<file path="src/rtl/cstg_pkg.sv">
// Shared types and constants for the CAN signal to gauge step mapper.
package cstg_pkg;

   localparam int unsigned FULL_SCALE_DEFAULT = 9000;
   localparam int unsigned QUEUE_DEPTH        = 4;

   localparam int unsigned ID_W    = 29;
   localparam int unsigned LEN_W   = 4;
   localparam int unsigned DATA_W  = 64;
   localparam int unsigned RAW_W   = 16;
   localparam int unsigned STEP_W  = 12;
   localparam int unsigned VALUE_W = 16;
   localparam int unsigned CSR_W   = 32;
   localparam int unsigned INDEX_W = 3;
   localparam int unsigned FRAME_BYTES = 8;

   typedef enum logic [INDEX_W-1:0] {
      REG_ENABLE     = 3'd0,
      REG_MATCH_ID   = 3'd1,
      REG_START_BYTE = 3'd2,
      REG_WIDE_VALUE = 3'd3,
      REG_SCALE_Q    = 3'd4,
      REG_OFFSET_Q   = 3'd5,
      REG_ZERO_STEP  = 3'd6,
      REG_FULL_STEP  = 3'd7
   } reg_index_type;

   typedef struct packed {
      logic              enable;
      logic [ID_W-1:0]   match_id;
      logic [2:0]        start_byte;
      logic              wide_value;
      logic [31:0]       scale_q;
      logic [31:0]       offset_q;
      logic [STEP_W-1:0] zero_step;
      logic [STEP_W-1:0] full_step;
   } cfg_type;

   typedef struct packed {
      logic             valid;
      logic [RAW_W-1:0] raw;
   } slot_type;

   typedef struct packed {
      logic full;
      logic empty;
   } queue_status_type;

endpackage

</file>
<file path="src/rtl/cstg_front.sv">
// Front end: accepts frames, matches the identifier and extracts the raw signal.
module cstg_front (
   input  logic                                clock,
   input  logic                                reset,
   input  cstg_pkg::cfg_type                   cfg,
   input  logic                                req_valid,
   output logic                                req_stall,
   input  logic [cstg_pkg::ID_W-1:0]           req_frame_id,
   input  logic [cstg_pkg::LEN_W-1:0]          req_frame_len,
   input  logic [cstg_pkg::DATA_W-1:0]         req_payload,
   input  cstg_pkg::queue_status_type          q_status,
   output cstg_pkg::slot_type                  push
);
   import cstg_pkg::*;

   logic             slot_valid_ff;
   logic             slot_valid_in;
   logic [RAW_W-1:0] slot_raw_ff;
   logic [RAW_W-1:0] slot_raw_in;
   logic             accept;
   logic             match;
   logic             advance;
   logic [LEN_W-1:0] len_clip;
   logic [2:0]       hi_index;
   logic [LEN_W-1:0] lo_need;
   logic [LEN_W-1:0] hi_need;
   logic [7:0]       lo_byte;
   logic [7:0]       hi_byte;

   assign req_stall = slot_valid_ff && q_status.full;
   assign accept    = req_valid && !req_stall;
   assign match     = cfg.enable && (req_frame_id == cfg.match_id);
   assign advance   = !slot_valid_ff || !q_status.full;

   always_comb begin
      len_clip = (req_frame_len > LEN_W'(FRAME_BYTES)) ? LEN_W'(FRAME_BYTES) : req_frame_len;
      hi_index = cfg.start_byte + 3'd1;
      lo_need  = {1'b0, cfg.start_byte};
      hi_need  = {1'b0, cfg.start_byte} + LEN_W'(1);
      lo_byte  = req_payload[{cfg.start_byte, 3'b000} +: 8];
      hi_byte  = req_payload[{hi_index, 3'b000} +: 8];
      if (lo_need >= len_clip) begin
         slot_raw_in = '0;
      end else if (!cfg.wide_value) begin
         slot_raw_in = {8'd0, lo_byte};
      end else if (hi_need >= len_clip) begin
         slot_raw_in = '0;
      end else begin
         slot_raw_in = {hi_byte, lo_byte};
      end
      slot_valid_in = accept && match;
   end

   always_ff @(posedge clock) begin
      if (reset) begin
         slot_valid_ff <= 1'b0;
      end else if (advance) begin
         slot_valid_ff <= slot_valid_in;
      end
   end

   always_ff @(posedge clock) begin
      if (advance) begin
         slot_raw_ff <= slot_raw_in;
      end
   end

   assign push.valid = slot_valid_ff && !q_status.full;
   assign push.raw   = slot_raw_ff;

endmodule

</file>
<file path="src/rtl/cstg_fifo.sv">
// Short queue of raw values between the front end and the arithmetic pipeline.
module cstg_fifo (
   input  logic                              clock,
   input  logic                              reset,
   input  cstg_pkg::slot_type                push,
   input  logic                              pop,
   output cstg_pkg::queue_status_type        q_status,
   output logic [cstg_pkg::RAW_W-1:0]        head_raw
);
   import cstg_pkg::*;

   localparam int unsigned PTR_W = (QUEUE_DEPTH > 1) ? $clog2(QUEUE_DEPTH) : 1;
   localparam int unsigned CNT_W = $clog2(QUEUE_DEPTH + 1);

   logic [RAW_W-1:0] store_ff [QUEUE_DEPTH];
   logic [PTR_W-1:0] wr_ptr_ff;
   logic [PTR_W-1:0] wr_ptr_in;
   logic [PTR_W-1:0] rd_ptr_ff;
   logic [PTR_W-1:0] rd_ptr_in;
   logic [CNT_W-1:0] count_ff;
   logic [CNT_W-1:0] count_in;

   always_comb begin
      wr_ptr_in = wr_ptr_ff;
      rd_ptr_in = rd_ptr_ff;
      count_in  = count_ff;
      if (push.valid) begin
         wr_ptr_in = (wr_ptr_ff == PTR_W'(QUEUE_DEPTH - 1)) ? '0 : wr_ptr_ff + PTR_W'(1);
      end
      if (pop) begin
         rd_ptr_in = (rd_ptr_ff == PTR_W'(QUEUE_DEPTH - 1)) ? '0 : rd_ptr_ff + PTR_W'(1);
      end
      if (push.valid && !pop) begin
         count_in = count_ff + CNT_W'(1);
      end else if (pop && !push.valid) begin
         count_in = count_ff - CNT_W'(1);
      end
   end

   always_ff @(posedge clock) begin
      if (reset) begin
         wr_ptr_ff <= '0;
         rd_ptr_ff <= '0;
         count_ff  <= '0;
      end else begin
         wr_ptr_ff <= wr_ptr_in;
         rd_ptr_ff <= rd_ptr_in;
         count_ff  <= count_in;
      end
   end

   always_ff @(posedge clock) begin
      if (push.valid) begin
         store_ff[wr_ptr_ff] <= push.raw;
      end
   end

   assign head_raw       = store_ff[rd_ptr_ff];
   assign q_status.full  = (count_ff == CNT_W'(QUEUE_DEPTH));
   assign q_status.empty = (count_ff == '0);

   assert property (@(posedge clock) disable iff (reset) pop |-> !q_status.empty)
      else $error("queue popped while empty");

   assert property (@(posedge clock) disable iff (reset) count_ff <= CNT_W'(QUEUE_DEPTH))
      else $error("queue count beyond depth");

   assert property (@(posedge clock) disable iff (reset)
      (push.valid && !pop) |=> (count_ff == $past(count_ff) + CNT_W'(1)))
      else $error("queue count missed a push");

endmodule

</file>
<file path="src/rtl/cstg_back.sv">
// Back end: gain, offset, clamp and round, then linear map onto the needle steps.
module cstg_back #(
   parameter int unsigned FULL_SCALE = cstg_pkg::FULL_SCALE_DEFAULT
) (
   input  logic                               clock,
   input  logic                               reset,
   input  cstg_pkg::cfg_type                  cfg,
   input  cstg_pkg::queue_status_type         q_status,
   input  logic [cstg_pkg::RAW_W-1:0]         head_raw,
   output logic                               pop,
   output logic                               rsp_valid,
   input  logic                               rsp_stall,
   output logic [cstg_pkg::STEP_W-1:0]        rsp_target_step,
   output logic [cstg_pkg::VALUE_W-1:0]       rsp_gauge_value
);
   import cstg_pkg::*;

   localparam int unsigned ACC_W   = 49;
   localparam int unsigned M_W     = STEP_W + VALUE_W;
   localparam int unsigned SHIFT   = M_W + $clog2(FULL_SCALE);
   localparam int unsigned RECIP_W = M_W + 1;
   localparam int unsigned QM_W    = M_W + RECIP_W;
   localparam logic [63:0] RECIP_FULL =
      ((64'd1 << SHIFT) + 64'(FULL_SCALE) - 64'd1) / 64'(FULL_SCALE);
   localparam logic [RECIP_W-1:0] RECIP = RECIP_W'(RECIP_FULL);
   localparam logic signed [ACC_W-1:0] TOP = ACC_W'(64'(FULL_SCALE) << 16);

   logic                      advance;
   logic [4:0]                stage_valid_ff;
   logic [4:0]                stage_valid_in;
   logic                      rsp_valid_ff;

   logic signed [ACC_W-1:0]   prod_ff, prod_in;
   logic signed [ACC_W-1:0]   acc_ff, acc_in;
   logic [VALUE_W-1:0]        value3_ff, value3_in;
   logic                      neg3_ff, neg3_in;
   logic [STEP_W-1:0]         mag3_ff, mag3_in;
   logic [VALUE_W-1:0]        value4_ff;
   logic                      neg4_ff;
   logic [M_W-1:0]            m_ff, m_in;
   logic [VALUE_W-1:0]        value5_ff;
   logic                      neg5_ff;
   logic [QM_W-1:0]           qm_ff, qm_in;
   logic [STEP_W-1:0]         quot;
   logic [STEP_W-1:0]         target_in;
   logic [STEP_W-1:0]         target_ff;
   logic [VALUE_W-1:0]        gauge_ff;
   logic [32:0]               rounded;
   logic [STEP_W-1:0]         step_lo;
   logic [STEP_W-1:0]         step_hi;

   assign advance = !rsp_valid_ff || !rsp_stall;
   assign pop     = advance && !q_status.empty;

   always_comb begin
      stage_valid_in = {stage_valid_ff[3:0], pop};

      prod_in = ACC_W'($signed({1'b0, head_raw})) * ACC_W'($signed(cfg.scale_q));
      acc_in  = prod_ff + ACC_W'($signed(cfg.offset_q));

      rounded = {1'b0, acc_ff[31:0]} + 33'h0_0000_8000;
      if (acc_ff[ACC_W-1]) begin
         value3_in = '0;
      end else if (acc_ff >= TOP) begin
         value3_in = VALUE_W'(FULL_SCALE);
      end else begin
         value3_in = rounded[31:16];
      end
      neg3_in = cfg.full_step < cfg.zero_step;
      mag3_in = neg3_in ? cfg.zero_step - cfg.full_step : cfg.full_step - cfg.zero_step;

      m_in  = M_W'(mag3_ff) * M_W'(value3_ff);
      qm_in = QM_W'(m_ff) * QM_W'(RECIP);

      quot      = STEP_W'(qm_ff >> SHIFT);
      target_in = neg5_ff ? cfg.zero_step - quot : cfg.zero_step + quot;
   end

   always_ff @(posedge clock) begin
      if (reset) begin
         stage_valid_ff <= '0;
         rsp_valid_ff   <= 1'b0;
      end else if (advance) begin
         stage_valid_ff <= stage_valid_in;
         rsp_valid_ff   <= stage_valid_ff[4];
      end
   end

   always_ff @(posedge clock) begin
      if (advance) begin
         prod_ff   <= prod_in;
         acc_ff    <= acc_in;
         value3_ff <= value3_in;
         neg3_ff   <= neg3_in;
         mag3_ff   <= mag3_in;
         m_ff      <= m_in;
         value4_ff <= value3_ff;
         neg4_ff   <= neg3_ff;
         qm_ff     <= qm_in;
         value5_ff <= value4_ff;
         neg5_ff   <= neg4_ff;
         target_ff <= target_in;
         gauge_ff  <= value5_ff;
      end
   end

   assign rsp_valid       = rsp_valid_ff;
   assign rsp_target_step = target_ff;
   assign rsp_gauge_value = gauge_ff;

   assign step_lo = (cfg.full_step < cfg.zero_step) ? cfg.full_step : cfg.zero_step;
   assign step_hi = (cfg.full_step < cfg.zero_step) ? cfg.zero_step : cfg.full_step;

   assert property (@(posedge clock) disable iff (reset)
      rsp_valid_ff |-> (gauge_ff <= VALUE_W'(FULL_SCALE)))
      else $error("gauge value above full scale");

   assert property (@(posedge clock) disable iff (reset)
      rsp_valid_ff |-> ((target_ff >= step_lo) && (target_ff <= step_hi)))
      else $error("target step outside the needle span");

   assert property (@(posedge clock) disable iff (reset)
      (rsp_valid_ff && rsp_stall) |=>
         (rsp_valid_ff && $stable(target_ff) && $stable(gauge_ff)))
      else $error("stalled result changed");

endmodule

</file>
<file path="src/rtl/can_signal_to_gauge_step.sv">
// Top level of the CAN signal to gauge step mapper: configuration registers and wiring.
//
// Each frame whose identifier matches an enabled channel gives one result: the raw byte or
// little-endian byte pair times a Q16.16 gain plus offset, clamped to 0..FULL_SCALE and rounded
// half up (gauge_value), and the needle step between zero_step and full_step for that value,
// truncated toward zero (target_step). Other frames give no result. One frame is taken every
// clock cycle while req_stall is low; a matching frame's result passes through one front register,
// the queue, and a six-register back pipeline built around three multipliers (gain, then span
// times value followed by a reciprocal multiply for the division by FULL_SCALE). A four-entry
// queue lets the front keep taking frames while rsp_stall holds the back. Registers are written
// through the csr_ port, which is always ready; the user must write them only while no frame is
// in flight, which the block itself does not enforce.
module can_signal_to_gauge_step #(
   parameter int unsigned FULL_SCALE = cstg_pkg::FULL_SCALE_DEFAULT
) (
   input  logic                               clock,
   input  logic                               reset,
   input  logic                               req_valid,
   output logic                               req_stall,
   input  logic [cstg_pkg::ID_W-1:0]          req_frame_id,
   input  logic [cstg_pkg::LEN_W-1:0]         req_frame_len,
   input  logic [cstg_pkg::DATA_W-1:0]        req_payload,
   output logic                               rsp_valid,
   input  logic                               rsp_stall,
   output logic [cstg_pkg::STEP_W-1:0]        rsp_target_step,
   output logic [cstg_pkg::VALUE_W-1:0]       rsp_gauge_value,
   input  logic                               csr_valid,
   output logic                               csr_ready,
   input  logic [cstg_pkg::INDEX_W-1:0]       csr_index,
   input  logic [cstg_pkg::CSR_W-1:0]         csr_data
);
   import cstg_pkg::*;

   cfg_type          cfg_ff;
   queue_status_type q_status;
   slot_type         push;
   logic             pop;
   logic [RAW_W-1:0] head_raw;

   assign csr_ready = 1'b1;

   always_ff @(posedge clock) begin
      if (reset) begin
         cfg_ff.enable     <= 1'b0;
         cfg_ff.match_id   <= '0;
         cfg_ff.start_byte <= '0;
         cfg_ff.wide_value <= 1'b0;
         cfg_ff.scale_q    <= 32'h0001_0000;
         cfg_ff.offset_q   <= '0;
         cfg_ff.zero_step  <= 12'd50;
         cfg_ff.full_step  <= 12'd1150;
      end else if (csr_valid && csr_ready) begin
         case (reg_index_type'(csr_index))
            REG_ENABLE:     cfg_ff.enable     <= csr_data[0];
            REG_MATCH_ID:   cfg_ff.match_id   <= csr_data[ID_W-1:0];
            REG_START_BYTE: cfg_ff.start_byte <= csr_data[2:0];
            REG_WIDE_VALUE: cfg_ff.wide_value <= csr_data[0];
            REG_SCALE_Q:    cfg_ff.scale_q    <= csr_data;
            REG_OFFSET_Q:   cfg_ff.offset_q   <= csr_data;
            REG_ZERO_STEP:  cfg_ff.zero_step  <= csr_data[STEP_W-1:0];
            REG_FULL_STEP:  cfg_ff.full_step  <= csr_data[STEP_W-1:0];
            default: begin
            end
         endcase
      end
   end

   cstg_front u_front (
      .clock         (clock),
      .reset         (reset),
      .cfg           (cfg_ff),
      .req_valid     (req_valid),
      .req_stall     (req_stall),
      .req_frame_id  (req_frame_id),
      .req_frame_len (req_frame_len),
      .req_payload   (req_payload),
      .q_status      (q_status),
      .push          (push)
   );

   cstg_fifo u_fifo (
      .clock    (clock),
      .reset    (reset),
      .push     (push),
      .pop      (pop),
      .q_status (q_status),
      .head_raw (head_raw)
   );

   cstg_back #(
      .FULL_SCALE (FULL_SCALE)
   ) u_back (
      .clock           (clock),
      .reset           (reset),
      .cfg             (cfg_ff),
      .q_status        (q_status),
      .head_raw        (head_raw),
      .pop             (pop),
      .rsp_valid       (rsp_valid),
      .rsp_stall       (rsp_stall),
      .rsp_target_step (rsp_target_step),
      .rsp_gauge_value (rsp_gauge_value)
   );

endmodule
</file>
<file path="config.mk">
export PLATFORM = sky130hd
export DESIGN_NAME = can_signal_to_gauge_step
export DESIGN_NICKNAME = d
export VERILOG_FILES = /design/src/rtl/cstg_pkg.sv /design/src/rtl/cstg_front.sv /design/src/rtl/cstg_fifo.sv /design/src/rtl/cstg_back.sv /design/src/rtl/can_signal_to_gauge_step.sv
export SDC_FILE = /design/constraint.sdc
export NUM_CORES = 2
export LEC_CHECK = 0
export BUFFER_PORTS_ARGS = -buffer_cell sky130_fd_sc_hd__buf_2
export CORE_UTILIZATION = 40
export DETAILED_ROUTE_END_ITERATION = 8
export SKIP_CTS_REPAIR_TIMING = 1
export SYNTH_ARGS = -nofsm -noshare
export SYNTH_HDL_FRONTEND = slang
export SYNTH_SLANG_ARGS = --single-unit
export TNS_END_PERCENT = 50
</file>
<file path="constraint.sdc">
create_clock -name clock -period 10.65 [get_ports clock]
set_input_delay 2.13 -clock clock [delete_from_list [all_inputs] [get_ports clock]]
set_output_delay 2.13 -clock clock [all_outputs]
set_load 0.05 [all_outputs]
</file>
==> impl_results.md <==
- Netlist Area Pre-Place: between 0.05 and 0.06 sq mm
- DR pass1 iterations: 8
- Number of antenna violations at the first check in global routing: 7
- Initial core utilization: 40.32%
- Category of the worst setup path capture point: flip-flop
- Number of max-capacitance violations reported: 0
- Overall Global Routing Usage: between 20% and 30%
- Max-slew headroom: between 30% and 40%
- Synth async-reset ratio: 0%
- Die area: between 0.1 and 0.15 sq mm
- Clock Pin Slew Worst Setup and Hold Paths: about 60 ps
- Final setup violation count: 0
- I/O pin cnt: ~170
- Final-report max-slew violation count: 0
- Total gr overflow: 0
- Number of buffers inserted by port buffering: around 170
- Data arrival, critical path: 8530 ps
- Max Clock Skew: 48.04 ps
- Final period utilization: 76.37%
- Post-synthesis to final-layout area growth: 7.825%
- Average cell area after synthesis: approximately 9.9 sq um
- Sum of negative setup slack: 0 ps
- Fill cell count: approximately 14000
- Die span in y: 376.8 um
- Std-Cell Rows: about 140
- Number of enable-type register cells in the synthesized netlist: approximately 310
- HPWL Detailed: between 100000 and 150000 um
- Nets: 7380
- Final Hold Fails: 0
- Synth area leaders: sky130_fd_sc_hd__fa_1 32%, sky130_fd_sc_hd__edfxtp_1 17%, sky130_fd_sc_hd__ha_1 13%, sky130_fd_sc_hd__inv_1 8.5%, sky130_fd_sc_hd__nand2_1 5.1%
- Yosys reg bits: roughly 450
- Hold WC Path Type: flip-flop to flip-flop
- Proportion of netlist area held by the largest area contributor: a little under a third
- Result of the run: completed
- Wire length on met2: between 60000 and 70000 um
- Detail Route Antenna Nets: 0
- Longest Clk Path Bufs: 3
- Final wirelength: 138100 um
- Total clock buffers created by CTS: between 50 and 60
- Wirelength per Cell: 17.98 um
- Ys Warns: 0
- Core area: roughly 0.14 sq mm
- CTS root buf: sky130_fd_sc_hd__clkbuf_16
- Uppermost signal routing layer after detailed routing: met5
- Via count of the routed design: 38200
- Worst slew pin tran: about 1000 ps
- Ranking of synthesized cells by instance count: 1267 x sky130_fd_sc_hd__inv_1, 887 x sky130_fd_sc_hd__fa_1, 756 x sky130_fd_sc_hd__nand2_1
- CTS tree: done
- CTS Sinks: ~450
- Vias per std cell: 4.974
- Die width: between 300 and 400 um
- Period minus WS final: between 8000 and 9000 ps
- Htree depth: 2
- Highest net fanout along the worst path: 32
- Remaining routing DRC violations: 0
- Start-to-end type of the worst setup path: flip-flop to flip-flop
- Source-to-sink clock delay at the later pin of the worst-skew pair: 660 ps
- Leading register cell type out of synthesis: sky130_fd_sc_hd__edfxtp_1
- Share of the yosys chip area belonging to registers: a little over a fifth
- Met1 WL: slightly below 60000 um
- Layout cells sized above 1: under 10%
- Setup crit start kind: flip-flop
- Unrepaired setup endpoints after global routing: no
- Final GP Congestion: around 0.9
- Leading cell type by number of instances after synthesis: sky130_fd_sc_hd__inv_1
- Wire length of the first global-routing pass: between 200000 and 250000 um
- Library cells used by synthesis: 76
- Data required time at the worst endpoint: between 10000 and 15000 ps
- Number of DRC violations after detailed-routing iteration 0: 1822
- Instance count of the mapped netlist: between 5000 and 6000
- Routed length on met3: slightly below 9000 um
- Achievable clock frequency: 122.9 MHz
- Area leader, netlist: sky130_fd_sc_hd__fa_1
- Pin count of the biggest net entering global routing: ~150
- Vias in the first global route: a little over 40000
## state kept, by name, indices dropped and copies added, names as in the netlist, 16 cells and up, named ones only
name                    cells
cfg_ff                    122
u_back.acc_ff              49
u_back.m_ff                28
u_back.prod_ff             49
u_back.rsp_gauge_value     16
u_back.value3_ff           16
u_back.value4_ff           16
u_back.value5_ff           16
u_fifo.store_ff            64
u_front.slot_raw_ff        16
## worst max-delay path: stages (launching register included)
cell and delay [ps]:
sky130_fd_sc_hd__dfxtp_1 450, sky130_fd_sc_hd__buf_4 330, sky130_fd_sc_hd__mux4_2 890, sky130_fd_sc_hd__and2_1 320
sky130_fd_sc_hd__fa_1 530, sky130_fd_sc_hd__inv_1 60, sky130_fd_sc_hd__fa_1 490, sky130_fd_sc_hd__fa_1 510
sky130_fd_sc_hd__inv_1 60, sky130_fd_sc_hd__fa_1 490, sky130_fd_sc_hd__fa_1 490, sky130_fd_sc_hd__inv_1 50
sky130_fd_sc_hd__fa_1 470, sky130_fd_sc_hd__inv_1 40, sky130_fd_sc_hd__ha_1 340, sky130_fd_sc_hd__and3_1 210
sky130_fd_sc_hd__a221o_1 320, sky130_fd_sc_hd__a21oi_1 240, sky130_fd_sc_hd__a211oi_2 150, sky130_fd_sc_hd__o41ai_2 600
sky130_fd_sc_hd__o21ai_0 300, sky130_fd_sc_hd__o2111ai_1 240, sky130_fd_sc_hd__nand3_1 120, sky130_fd_sc_hd__xnor2_1 150
## area by class of cell
type	count	area, sq um	area share (%)
multi-input cells	3807	38740	63.95
diodes	1	2.502	0.004131
flip-flops and latches	447	12040	19.88
inverters	1270	4767	7.869
well taps	1876	2347	3.875
clock inverters	30	311.5	0.5143
repair buffers	181	958.4	1.582
clock buffers	68	1413	2.332
## cells by family (layout without fill, tap and decap cells)
| group | after synthesis | after routing | synth area share (%) |
|---|---|---|---|
| xor+xnor | 193 | 193 | 3.009 |
| mux | 77 | 77 | 2.454 |
| buf+inv | 1444 | 1549 | 9.658 |
| fa+ha+maj | 1484 | 1484 | 44.90 |
| simple gates | 1440 | 1440 | 11.84 |
| other cells | 2 | 4 | 0.01337 |
| flops | 447 | 447 | 21.43 |
| compound gates | 610 | 610 | 6.699 |
## worst paths after layout
kind                  startpoint                   to  slack, ps  depth (start not counted)
max                    flip-flop   u_back.prod_ff[45]       2520                         23
min          u_back.value4_ff[1]  u_back.value5_ff[1]        400                          0
max reg2reg            flip-flop   u_back.prod_ff[45]       2520                         23
min reg2reg  u_back.value4_ff[1]  u_back.value5_ff[1]        400                          0
## cells in the final DEF, fill, tap and decap left out, drive strengths merged, types with 36 or more instances in the layout
cell       n
nand3     52
buf      181
dfxtp    138
nand2    756
o21ai    103
ha       597
mux4      48
nor2     157
edfxtp   309
fa       887
and2     299
nor3      36
xnor2    147
clkbuf    68
a21o      76
inv     1273
a21oi    274
xor2      46
## metal layers
metal  track usage, %  up-vias
met4            6.059        6
met3            4.066      197
met1            25.46    19150
met2            34.29      902
li1                 -    17950
met5                0        -
## per-stage QoR
| stage | worst slack (ps) | cells | hold WS, ps | utilization, % | instance area (sq um) |
|---|---|---|---|---|---|
| 3_3_place_gp | 2623 | 7581 | 402.1 | 42.23 | 58860 |
| 6_report | 2516 | 7680 | 397.4 | 43.47 | 60580 |
| 2_1_floorplan | 1272 | 5698 | 400.3 | - | 56190 |
| 4_1_cts | 2445 | 7679 | 394.3 | 43.47 | 60580 |
| 5_1_grt | 2059 | 7679 | 405.6 | 43.47 | 60580 |
| 3_5_place_dp | 2464 | 7581 | 404.5 | 42.23 | 58860 |
Power is left out: the tool's default activity adds up to more than one toggle a clock period on the data nets, which glitch-free logic cannot reach.
